==> config.mk <==
export PLATFORM = sky130hd
export DESIGN_NAME = lru_key_value_cache_top
export DESIGN_NICKNAME = d
export VERILOG_FILES = /design/src/sv/lkvc_pkg.sv /design/src/sv/lkvc_ctrl.sv /design/src/sv/lkvc_datapath.sv /design/src/sv/lru_key_value_cache_top.sv
export SDC_FILE = /design/constraint.sdc
export NUM_CORES = 2
export LEC_CHECK = 0
export BUFFER_PORTS_ARGS = -buffer_cell sky130_fd_sc_hd__buf_4
export CAP_MARGIN = 20
export CORE_AREA = 2 2 233 465
export CTS_BUF_LIST = sky130_fd_sc_hd__clkbuf_8
export DETAILED_ROUTE_END_ITERATION = 12
export DIE_AREA = 0 0 235 467
export GPL_TIMING_DRIVEN = 0
export PLACE_DENSITY = 0.67
export SYNTH_ARGS = -nofsm -noshare
export SYNTH_HDL_FRONTEND = slang
export SYNTH_HIERARCHICAL = 1
export SYNTH_SLANG_ARGS = --single-unit
==> constraint.sdc <==
create_clock -name clock -period 5.9 [get_ports clock]
set_input_delay 0.295 -clock clock [delete_from_list [all_inputs] [get_ports clock]]
set_output_delay 0.295 -clock clock [all_outputs]
set_load 0.01 [all_outputs]
==> src/sv/lkvc_pkg.sv <==
`timescale 1ns / 1ps
// ----------------------------------------------------------------------------
// lkvc_pkg
// Shared types and constants for the lru key/value cache.
// ----------------------------------------------------------------------------
package lkvc_pkg;

   localparam int DEPTH   = 16;
   localparam int IDX_W   = $clog2(DEPTH);
   localparam int CNT_W   = $clog2(DEPTH + 1);
   localparam int KEY_W   = 32;
   localparam int DATA_W  = 32;
   localparam int LIMIT_W = 5;

   localparam logic [LIMIT_W-1:0] LIMIT_RESET = LIMIT_W'(16);
   localparam logic [DATA_W-1:0]  MISS_VALUE  = '1;

   localparam logic KIND_PUT = 1'b0;
   localparam logic KIND_GET = 1'b1;

   typedef enum logic [1:0] {
      ST_IDLE,
      ST_LOOKUP,
      ST_UPDATE
   } state_type;

   typedef struct packed {
      logic load;     // capture request beat
      logic lookup;   // key compare, pick target slot
      logic update;   // write slot, shift recency list
      logic respond;  // emit a result beat
   } cmd_type;

   typedef struct packed {
      logic is_get;
   } status_type;

endpackage

==> src/sv/lkvc_ctrl.sv <==
`timescale 1ns / 1ps
// ----------------------------------------------------------------------------
// lkvc_ctrl
// Sequencer: lookup cycle followed by update cycle for each request.
// ----------------------------------------------------------------------------
module lkvc_ctrl (
   input  logic                   clock,
   input  logic                   reset,
   input  logic                   start,
   output logic                   busy,
   input  lkvc_pkg::status_type   status,
   output lkvc_pkg::cmd_type      cmd
);
   import lkvc_pkg::*;

   state_type state_ff;
   state_type state_in;

   always_ff @(posedge clock) begin
      if (reset) begin
         state_ff <= ST_IDLE;
      end else begin
         state_ff <= state_in;
      end
   end

   always_comb begin
      state_in    = state_ff;
      cmd         = '0;
      busy        = 1'b0;
      case (state_ff)
         ST_IDLE: begin
            if (start) begin
               cmd.load = 1'b1;
               state_in = ST_LOOKUP;
            end
         end
         ST_LOOKUP: begin
            busy       = 1'b1;
            cmd.lookup = 1'b1;
            state_in   = ST_UPDATE;
         end
         ST_UPDATE: begin
            // the next request may be taken while this one writes back
            cmd.update  = 1'b1;
            cmd.respond = status.is_get;
            if (start) begin
               cmd.load = 1'b1;
               state_in = ST_LOOKUP;
            end else begin
               state_in = ST_IDLE;
            end
         end
         default: begin
            state_in = ST_IDLE;
         end
      endcase
   end

endmodule

==> src/sv/lkvc_datapath.sv <==
`timescale 1ns / 1ps
// ----------------------------------------------------------------------------
// lkvc_datapath
// Key/value slots, recency list, fill count, limit register and result regs.
// ----------------------------------------------------------------------------
module lkvc_datapath (
   input  logic                          clock,
   input  logic                          reset,
   input  lkvc_pkg::cmd_type             cmd,
   output lkvc_pkg::status_type          status,
   input  logic                          cfg_we,
   input  logic [lkvc_pkg::LIMIT_W-1:0]  cfg_limit,
   input  logic                          req_kind,
   input  logic signed [lkvc_pkg::KEY_W-1:0]  req_key,
   input  logic signed [lkvc_pkg::DATA_W-1:0] req_data,
   output logic                          rsp_strobe,
   output logic                          rsp_hit,
   output logic signed [lkvc_pkg::DATA_W-1:0] rsp_read_value
);
   import lkvc_pkg::*;

   // request capture
   logic              kind_ff;
   logic [KEY_W-1:0]  key_ff;
   logic [DATA_W-1:0] data_ff;

   // lookup results
   logic              hit_ff, hit_in;
   logic              room_ff, room_in;
   logic [IDX_W-1:0]  target_ff, target_in;
   logic [DATA_W-1:0] value_ff;

   // storage
   logic [KEY_W-1:0]  keys_ff   [DEPTH];
   logic [DATA_W-1:0] values_ff [DEPTH];
   logic [IDX_W-1:0]  order_ff  [DEPTH];
   logic [IDX_W-1:0]  order_in  [DEPTH];
   logic [CNT_W-1:0]  fill_ff;
   logic [LIMIT_W-1:0] limit_ff;

   logic              rsp_strobe_ff;
   logic              rsp_hit_ff;
   logic [DATA_W-1:0] rsp_value_ff;

   logic [CNT_W-1:0]  lim_eff;
   logic              found;
   logic [IDX_W-1:0]  match_idx;
   logic [CNT_W-1:0]  last_pos;
   logic [IDX_W-1:0]  shift_from;
   logic              do_promote;
   logic              do_write;

   assign status.is_get = (kind_ff == KIND_GET);

   // limit of zero acts as one, above depth saturates
   always_comb begin
      if (int'(limit_ff) > DEPTH) begin
         lim_eff = CNT_W'(DEPTH);
      end else if (limit_ff == '0) begin
         lim_eff = CNT_W'(1);
      end else begin
         lim_eff = CNT_W'(limit_ff);
      end
   end

   // parallel compare over filled slots, lowest index wins
   always_comb begin
      found     = 1'b0;
      match_idx = '0;
      for (int i = DEPTH - 1; i >= 0; i--) begin
         if (CNT_W'(i) < fill_ff && keys_ff[i] == key_ff) begin
            found     = 1'b1;
            match_idx = IDX_W'(i);
         end
      end
      hit_in  = found;
      room_in = (fill_ff < lim_eff);
      if (found) begin
         target_in = match_idx;
      end else if (room_in) begin
         target_in = fill_ff[IDX_W-1:0];
      end else begin
         target_in = order_ff[0];
      end
   end

   // move target slot to the most recent end of the list
   always_comb begin
      last_pos   = fill_ff - CNT_W'(1);
      shift_from = last_pos[IDX_W-1:0];
      for (int i = DEPTH - 1; i >= 0; i--) begin
         if (CNT_W'(i) < fill_ff && order_ff[i] == target_ff) begin
            shift_from = IDX_W'(i);
         end
      end
      for (int i = 0; i < DEPTH; i++) begin
         order_in[i] = order_ff[i];
      end
      for (int i = 0; i < DEPTH - 1; i++) begin
         if (IDX_W'(i) >= shift_from && CNT_W'(i + 1) < fill_ff) begin
            order_in[i] = order_ff[i + 1];
         end
      end
      order_in[last_pos[IDX_W-1:0]] = target_ff;
   end

   assign do_promote = cmd.update && (hit_ff || (kind_ff == KIND_PUT && !room_ff));
   assign do_write   = cmd.update && kind_ff == KIND_PUT;

   always_ff @(posedge clock) begin
      if (cmd.load) begin
         kind_ff <= req_kind;
         key_ff  <= req_key;
         data_ff <= req_data;
      end
      if (cmd.lookup) begin
         hit_ff    <= hit_in;
         room_ff   <= room_in;
         target_ff <= target_in;
         value_ff  <= values_ff[match_idx];
      end
      if (do_write) begin
         values_ff[target_ff] <= data_ff;
         if (!hit_ff) begin
            keys_ff[target_ff] <= key_ff;
         end
      end
      if (do_promote) begin
         order_ff <= order_in;
      end else if (do_write && !hit_ff && room_ff) begin
         order_ff[target_ff] <= target_ff;
      end
      if (cmd.respond) begin
         rsp_hit_ff   <= hit_ff;
         rsp_value_ff <= hit_ff ? value_ff : MISS_VALUE;
      end
   end

   always_ff @(posedge clock) begin
      if (reset) begin
         fill_ff       <= '0;
         limit_ff      <= LIMIT_RESET;
         rsp_strobe_ff <= 1'b0;
      end else begin
         rsp_strobe_ff <= cmd.respond;
         if (cfg_we) begin
            limit_ff <= cfg_limit;
         end
         if (do_write && !hit_ff && room_ff) begin
            fill_ff <= fill_ff + CNT_W'(1);
         end
      end
   end

   assign rsp_strobe     = rsp_strobe_ff;
   assign rsp_hit        = rsp_hit_ff;
   assign rsp_read_value = rsp_value_ff;

endmodule

==> src/sv/lru_key_value_cache_top.sv <==
`timescale 1ns / 1ps
// ----------------------------------------------------------------------------
// lru_key_value_cache_top
// Fully associative 16-entry key/value cache with lru replacement.
// ----------------------------------------------------------------------------
// Request channel: a beat is taken at a clock edge with start high and busy
// low. req_kind selects put (store req_data under req_key) or get (lookup).
// Each request passes through the parallel key compare (lookup state) and then
// the write-back / recency shift (update state), and a new request can be taken
// during the write-back when start is held; busy is high only in the compare cycle.
// Result channel: a get produces one beat on rsp_hit / rsp_read_value,
// marked by rsp_strobe for exactly one cycle; the result registers load in the
// update state that follows the lookup. Puts produce no beat. A miss returns hit low
// and all ones. The receiver cannot stall; results are never held.
// Config channel: csr_valid / csr_ready write the entry limit (always ready);
// write only while no request is in flight. Zero acts as one, values above
// the depth act as the depth.
// Reset (synchronous, active high): cache empty, limit 16, no result pending.
// No clearing pass is needed: only slots below the fill count are used.
// ----------------------------------------------------------------------------
module lru_key_value_cache_top (
   input  logic                                clock,
   input  logic                                reset,
   input  logic                                start,
   output logic                                busy,
   input  logic                                req_kind,
   input  logic signed [lkvc_pkg::KEY_W-1:0]   req_key,
   input  logic signed [lkvc_pkg::DATA_W-1:0]  req_data,
   output logic                                rsp_strobe,
   output logic                                rsp_hit,
   output logic signed [lkvc_pkg::DATA_W-1:0]  rsp_read_value,
   input  logic                                csr_valid,
   output logic                                csr_ready,
   input  logic [lkvc_pkg::LIMIT_W-1:0]        csr_entry_limit
);
   import lkvc_pkg::*;

   cmd_type    cmd;
   status_type status;

   assign csr_ready = 1'b1;

   lkvc_ctrl u_ctrl (
      .clock  (clock),
      .reset  (reset),
      .start  (start),
      .busy   (busy),
      .status (status),
      .cmd    (cmd)
   );

   lkvc_datapath u_datapath (
      .clock          (clock),
      .reset          (reset),
      .cmd            (cmd),
      .status         (status),
      .cfg_we         (csr_valid && csr_ready),
      .cfg_limit      (csr_entry_limit),
      .req_kind       (req_kind),
      .req_key        (req_key),
      .req_data       (req_data),
      .rsp_strobe     (rsp_strobe),
      .rsp_hit        (rsp_hit),
      .rsp_read_value (rsp_read_value)
   );

endmodule

## After elaboration in Yosys (flattened, before gate mapping)

Memories as Yosys holds them, arrays and structs flattened. A register that Yosys moved wholly into a read port is not among the register bits.
Cells that the tools add are included.

| word-level totals | value |
|---|---|
| bits in registers | 181 |
| memory bits (writable) | 1024 |
| input bits | 74 |
| output and inout bits | 36 |
| word-level logic and storage cells | 255 |
| memories | 2 |

Memories:

| memory | words | bits a word | read ports | clocked after Yosys merged registers in | wr ports | line | RTL |
|---|---|---|---|---|---|---|---|
| u_datapath.keys_ff | 16 | 32 | 16 | 0 | 1 | lkvc_datapath.sv:34 | `logic [KEY_W-1:0] keys_ff [DEPTH];` |
| u_datapath.values_ff | 16 | 32 | 1 | 1 | 1 | lkvc_datapath.sv:35 | `logic [DATA_W-1:0] values_ff [DEPTH];` |

| operators by class | value |
|---|---|
| add/subtract/negate cells | 2 |
| order comparisons | 37 |
| equality and inequality tests | 35 |
| mux-type cells | 87 |
| bitwise logic cells | 3 |
| reduce and logical (&&, ||, !) cells | 61 |

Operators with widths:

| kind | count |
|---|---|
| 32-bit == test | 16 |
| 4-bit 2-to-1 mux | 51 |
| 64-bit bitwise mux | 2 |
| 64-bit 2-to-1 mux | 2 |
| 4-bit == test | 16 |
| 1-bit logical AND | 54 |
| 4-bit by 5-bit < comparator with 1-bit output (first input constant) | 8 |
| 4-bit demux with 4-bit select | 2 |
| 4-bit >= comparator (first input constant) | 7 |
| 1-bit 2-to-1 mux | 25 |
| 3-bit by 5-bit < comparator with 1-bit output (first input constant) | 4 |
| 3-bit by 4-bit >= comparator with 1-bit output (first input constant) | 4 |
| 5-bit >= comparator (second input constant) | 2 |
| 1-bit by 5-bit < comparator with 1-bit output (first input constant) | 2 |
| 2-bit by 5-bit < comparator with 1-bit output (first input constant) | 2 |
| 5-bit by 1-bit < comparator with 1-bit output (second input constant) | 2 |
| 5-bit 2-to-1 mux | 2 |
| 4-bit NOT with 5-bit output | 2 |
| 1-bit by 4-bit >= comparator with 1-bit output (first input constant) | 2 |
| 2-bit by 4-bit >= comparator with 1-bit output (first input constant) | 2 |
| 2-bit case mux with 3 select lines | 1 |
| 5-bit by 1-bit adder with 5-bit output (second input constant) | 1 |
| 5-bit greater-than comparator (second input constant) | 1 |
| 5-bit logical NOT | 1 |
| other kinds (12) | 14 |

## Longest topological paths before layout

| logic depth | value |
|---|---|
| word-level depth | 23 |
| depth in mapped cells | 17 |
| depth with buffers taken out | 12 |

## Modules after synthesis

Netlist, hierarchy kept.

Modules (own cells, without submodules):

| module | times used | cells an instance | area each (um^2) | sequential area each (um^2) |
|---|---|---|---|---|
| lkvc_datapath | 1 | 3554 | 52720.6 | 36975.5 |
| lkvc_ctrl | 1 | 9 | 97.6 | 40.0 |
| lru_key_value_cache_top | 1 | 2 | 11.3 | 0.0 |

## Least setup slack after synthesis

Ideal clock, no wire load.

| timing | value |
|---|---|
| path type | flip-flop to flip-flop |
| start | register u_datapath.target_ff[1] |
| end | memory u_datapath.keys_ff[3][0], enable pin |
| setup time | 0.501 ns |
| data arrival time | 4.645 ns |
| data required time | 5.399 ns |
| path slack | 0.754 ns |
| cell stages (with the launch flop) | 7 |
| buffers on the path | 4 |
| period minus slack after synthesis | 5.146 ns |
| path through | edfxtp_1 clkbuf_1 buf_2 clkbuf_1 clkbuf_1 nand2_1 nor4_1 |

RTL lines:

| element | line | RTL |
|---|---|---|
| start: declaration | lkvc_datapath.sv:30 | `logic [IDX_W-1:0] target_ff, target_in;` |
| start signal: assignment | lkvc_datapath.sv:119 | `target_ff <= target_in;` |
| end: declaration | lkvc_datapath.sv:34 |  |

No word-level cell before the write port.

## Final worst setup path

| timing | value |
|---|---|
| start | register u_datapath.key_ff[23] |
| end | register u_datapath.value_ff[8] (read register of u_datapath.values_ff) (data pin) |

| between the ends | value |
|---|---|
| cells in the longest elaborated chain, start to end | 18 |
| elaborated cells between the ends (all ways) | 48 |
| classes of those cells | 16 x eq/ne; 16 x mux; 16 x reduce/logical |

Ends and longest elaborated chain:

| element | line | RTL |
|---|---|---|
| start: declaration | lkvc_datapath.sv:24 | `logic [KEY_W-1:0] key_ff;` |
| start signal: assignment | lkvc_datapath.sv:113 | `key_ff <= req_key;` |
| 32-bit == test | lkvc_datapath.sv:71 | `if (CNT_W'(i) < fill_ff && keys_ff[i] == key_ff) begin` |
| 1-bit logical AND | lkvc_datapath.sv:71 |  |
| 4-bit 2-to-1 mux (15 in series) | lkvc_datapath.sv:71 |  |
| 4-bit 2-to-1 mux * | lkvc_datapath.sv:71 |  |
| end: declaration | lkvc_datapath.sv:31 | `logic [DATA_W-1:0] value_ff;` |

Mark *: on every way between the ends. The rest lies on a longest branch, timed or not.
A chain may end at the register's enable or synchronous reset.

==> results.cfg <==
[run_status]
status = finished, violations left
violations = negative setup slack

[synth]
ys.flop_type = edfxtp_1
syn_area_um2 = 52800
async_flop_share = 0
synth_edf_count = 1224
seq_area_frac_synth = 0.701
avgSynthCellArea_um2 = 14.8
synthCells = 3565
yosys_warnings = 6
synth_nets = 3647
yosysUniqueCellTypes = 75
yosys_register_bits = 1237

[sta]
fin_skew_ns = 0.0327
finalSetupViolations = 7
finalSetupTns_ns = -0.367
hold_viol = 0
fmax_ghz = 0.166
fin_crit_ns = 6.02
max-slew-margin-rel = 0.193
post-route-period-util = 1.02
setup_slack_ns = -0.123
rsz0062_at_grt = no
whs_ns = 0.133
worstMarginPinSlew_ns = 1.21
slew_viol_final = 0

[global_route]
grtUsageTotal = 0.319
overflow = 0
grt_max_degree = 39
antenna_found_initial = 3
grt_pass1_wl_mm = 243
grt_pass1_vias = 34000

[power]
swShare = 0.231
p_leak_nw = 20.2
vdd.ir_drop.worst_mv = 0.263
powerDensity_nw_per_um2 = 278
p_seq_frac = 0.575
p_comb_frac = 0.055
internal_power_mw = 13.1
p_clk_frac = 0.371
power.switching_mw = 3.95

[detailed_routing]
wl_mm = 176
drtIter0Drc = 3080
vias = 33600
vias_per_cell = 6.08
dr.pass1.iters = 6
route.detailed.drc = 0
wl_per_cell_um = 31.9
antenna_left = 0

[hold_path]
hp-class = in2reg

[floorplan]
dieArea_um2 = 110000
die_h_um = 467
core_um2 = 106000
io_pins = 110
rows = 169
initial_core_util = 0.499
die_w_um = 235

[cts]
clk_latency_ns = 0.88
cts_sinks = 1237
cts_tree = yes
cts.clk_slew.worst_paths_ns = 0.07
cts_buffers = 166
cts_root_buffer = clkbuf_8
clk_path_buf_depth = 3
cts_max_level = 4

[layout]
nets = 4107
final_cell_mix = edfxtp_1 (1224), xor2_1 (301), xnor2_1 (284)
final_common_cell = edfxtp_1
area_growth_pct = 16.3
drive_gt1_frac = 0.158

[critical_path]
crit_slowest_cell = a21oi_2
critPathBufInv = 5
worstSetupPathType = reg2reg
worstPathArrival_ns = 6.64
cpPeakStageDelay_ns = 0.64
worstPathRequired_ns = 6.52
critPathLaunchType = flop
cp_max_fo = 11
endpoint_kind = flop
path_delay_family = buffers and inverters
path_cells = buf_16 > buf_2 > buf_4 > xor2_1 > nor4_1 > buf_2 > nand2_1 > or4_1 > a211oi_1 > o221ai_1 > a21oi_2 > clkbuf_1 > o2bb2ai_1 > mux2i_1 > o211ai_1 > nand2_1

[place]
hpwlAfterDp_mm = 125
portBuffers = 107
gp_congestion = 0.995
pre_cts_ws_ns = -0.896

[run]
drv_cap = 0
-- final cells by class --
cell class / count / area, um^2
Antenna cell: 3 / 7.51
Buffer: 180 / 893
Clock buffer: 170 / 2340
Clock inverter: 131 / 822
Fill cell: 8211 / 44500
Inverter: 14 / 52.6
Multi-Input combinational cell: 2134 / 15300
Sequential cell: 1237 / 37000
Tap cell: 1368 / 1710
Timing Repair Buffer: 292 / 3320
-- routing by layer --
metal	share of wire	GRT usage	up-vias
met2	0.53	0.585	1719
li1	-	-	14500
met4	0.10	0.275	2
met3	0.063	0.0581	666
met1	0.31	0.305	16800
met5	0.000085	0	-
-- Yosys cell counts (all sizes together), types with 74 or more instances --
cell / number / area [um^2]
a21oi: 124 / 632
mux2i: 158 / 1580
nand3: 87 / 435
xor2: 301 / 2640
o21ai: 91 / 455
buf: 106 / 572
nor2: 194 / 728
clkbuf: 74 / 278
nor4: 132 / 826
edfxtp: 1224 / 36800
nand2: 162 / 608
nand4: 107 / 669
xnor2: 284 / 2490
-- what timing repair did --
action                     4_1_cts  5_1_grt
gates resized for setup         22       12
hold buffers                    80        0
pin swaps                        0        1
hold endpoints to repair        93        0
setup endpoints to repair       34       18
buffers inserted                16        8
-- final timing paths --
check / start / endpoint / slack, ns / cells past startpoint
worst min register to register: u_ctrl/state_ff[1]$_SDFFE_PP0P_ / u_ctrl/state_ff[1]$_SDFFE_PP0P_ / 0.48 / 1
worst min-delay path: req_data[19] / u_datapath/data_ff[19]$_DFFE_PP_ / 0.13 / 2
worst max register to register: u_datapath/key_ff[23]$_DFFE_PP_ / u_datapath/value_ff[8]$_DFFE_PP_ / -0.12 / 16
worst max-delay path: u_datapath/key_ff[23]$_DFFE_PP_ / u_datapath/value_ff[8]$_DFFE_PP_ / -0.12 / 16
-- sequential cells by signal, summed over array words and instances, names as in the netlist --
| signal | flops |
|---|---|
| u_ctrl/state_ff | 2 |
| u_datapath/data_ff | 32 |
| u_datapath/fill_ff | 5 |
| u_datapath/hit_ff | 1 |
| u_datapath/key_ff | 32 |
| u_datapath/keys_ff | 512 |
| u_datapath/limit_ff | 5 |
| u_datapath/order_ff | 64 |
| u_datapath/room_ff | 1 |
| u_datapath/rsp_hit | 1 |
| u_datapath/rsp_read_value | 32 |
| u_datapath/rsp_strobe | 1 |
| u_datapath/status | 1 |
| u_datapath/target_ff | 4 |
| u_datapath/value_ff | 32 |
| u_datapath/values_ff | 512 |
-- worst register-to-register path, stage by stage (launching register included) --
cell and delay [ns]:
edfxtp_1 0.48, buf_16 0.21, buf_2 0.46, buf_4 0.45, xor2_1 0.14, nor4_1 0.41, buf_2 0.29, nand2_1 0.11
or4_1 0.56, a211oi_1 0.42, o221ai_1 0.39, a21oi_2 0.64, clkbuf_1 0.58, o2bb2ai_1 0.22, mux2i_1 0.15, o211ai_1 0.16
nand2_1 0.10
-- power groups by stage --
stage                     Clock [mW]  Combinational [mW]  Sequential, mW
after global placement             0               0.642            10.1
after CTS                       6.43               0.901            9.81
after detailed placement           0               0.808            10.0
after floorplan                    0               0.375            9.97
after global routing            6.78               0.954            9.81
final                           6.33               0.933            9.81
-- kinds of logic after synthesis --
group | synth area share
xor+xnor | 0.0970
simple gates | 0.0919
flops | 0.701
buf+inv | 0.0171
other cells | 0.0000710
mux | 0.0438
fa+ha+maj | 0.00189
compound gates | 0.0476
-- metrics by stage --
stage / utilization / instances / total power [mW] / instance area (um^2)
final: 0.580 / 5529 / 17.1 / 61400
after detailed placement: 0.539 / 5119 / 10.8 / 57100
after CTS: 0.579 / 5516 / 17.1 / 61300
after floorplan: - / 3565 / 10.3 / 52800
after global routing: 0.580 / 5527 / 17.5 / 61400
after global placement: 0.522 / 5040 / 10.8 / 55300
(Power assumes the default switching activity.)
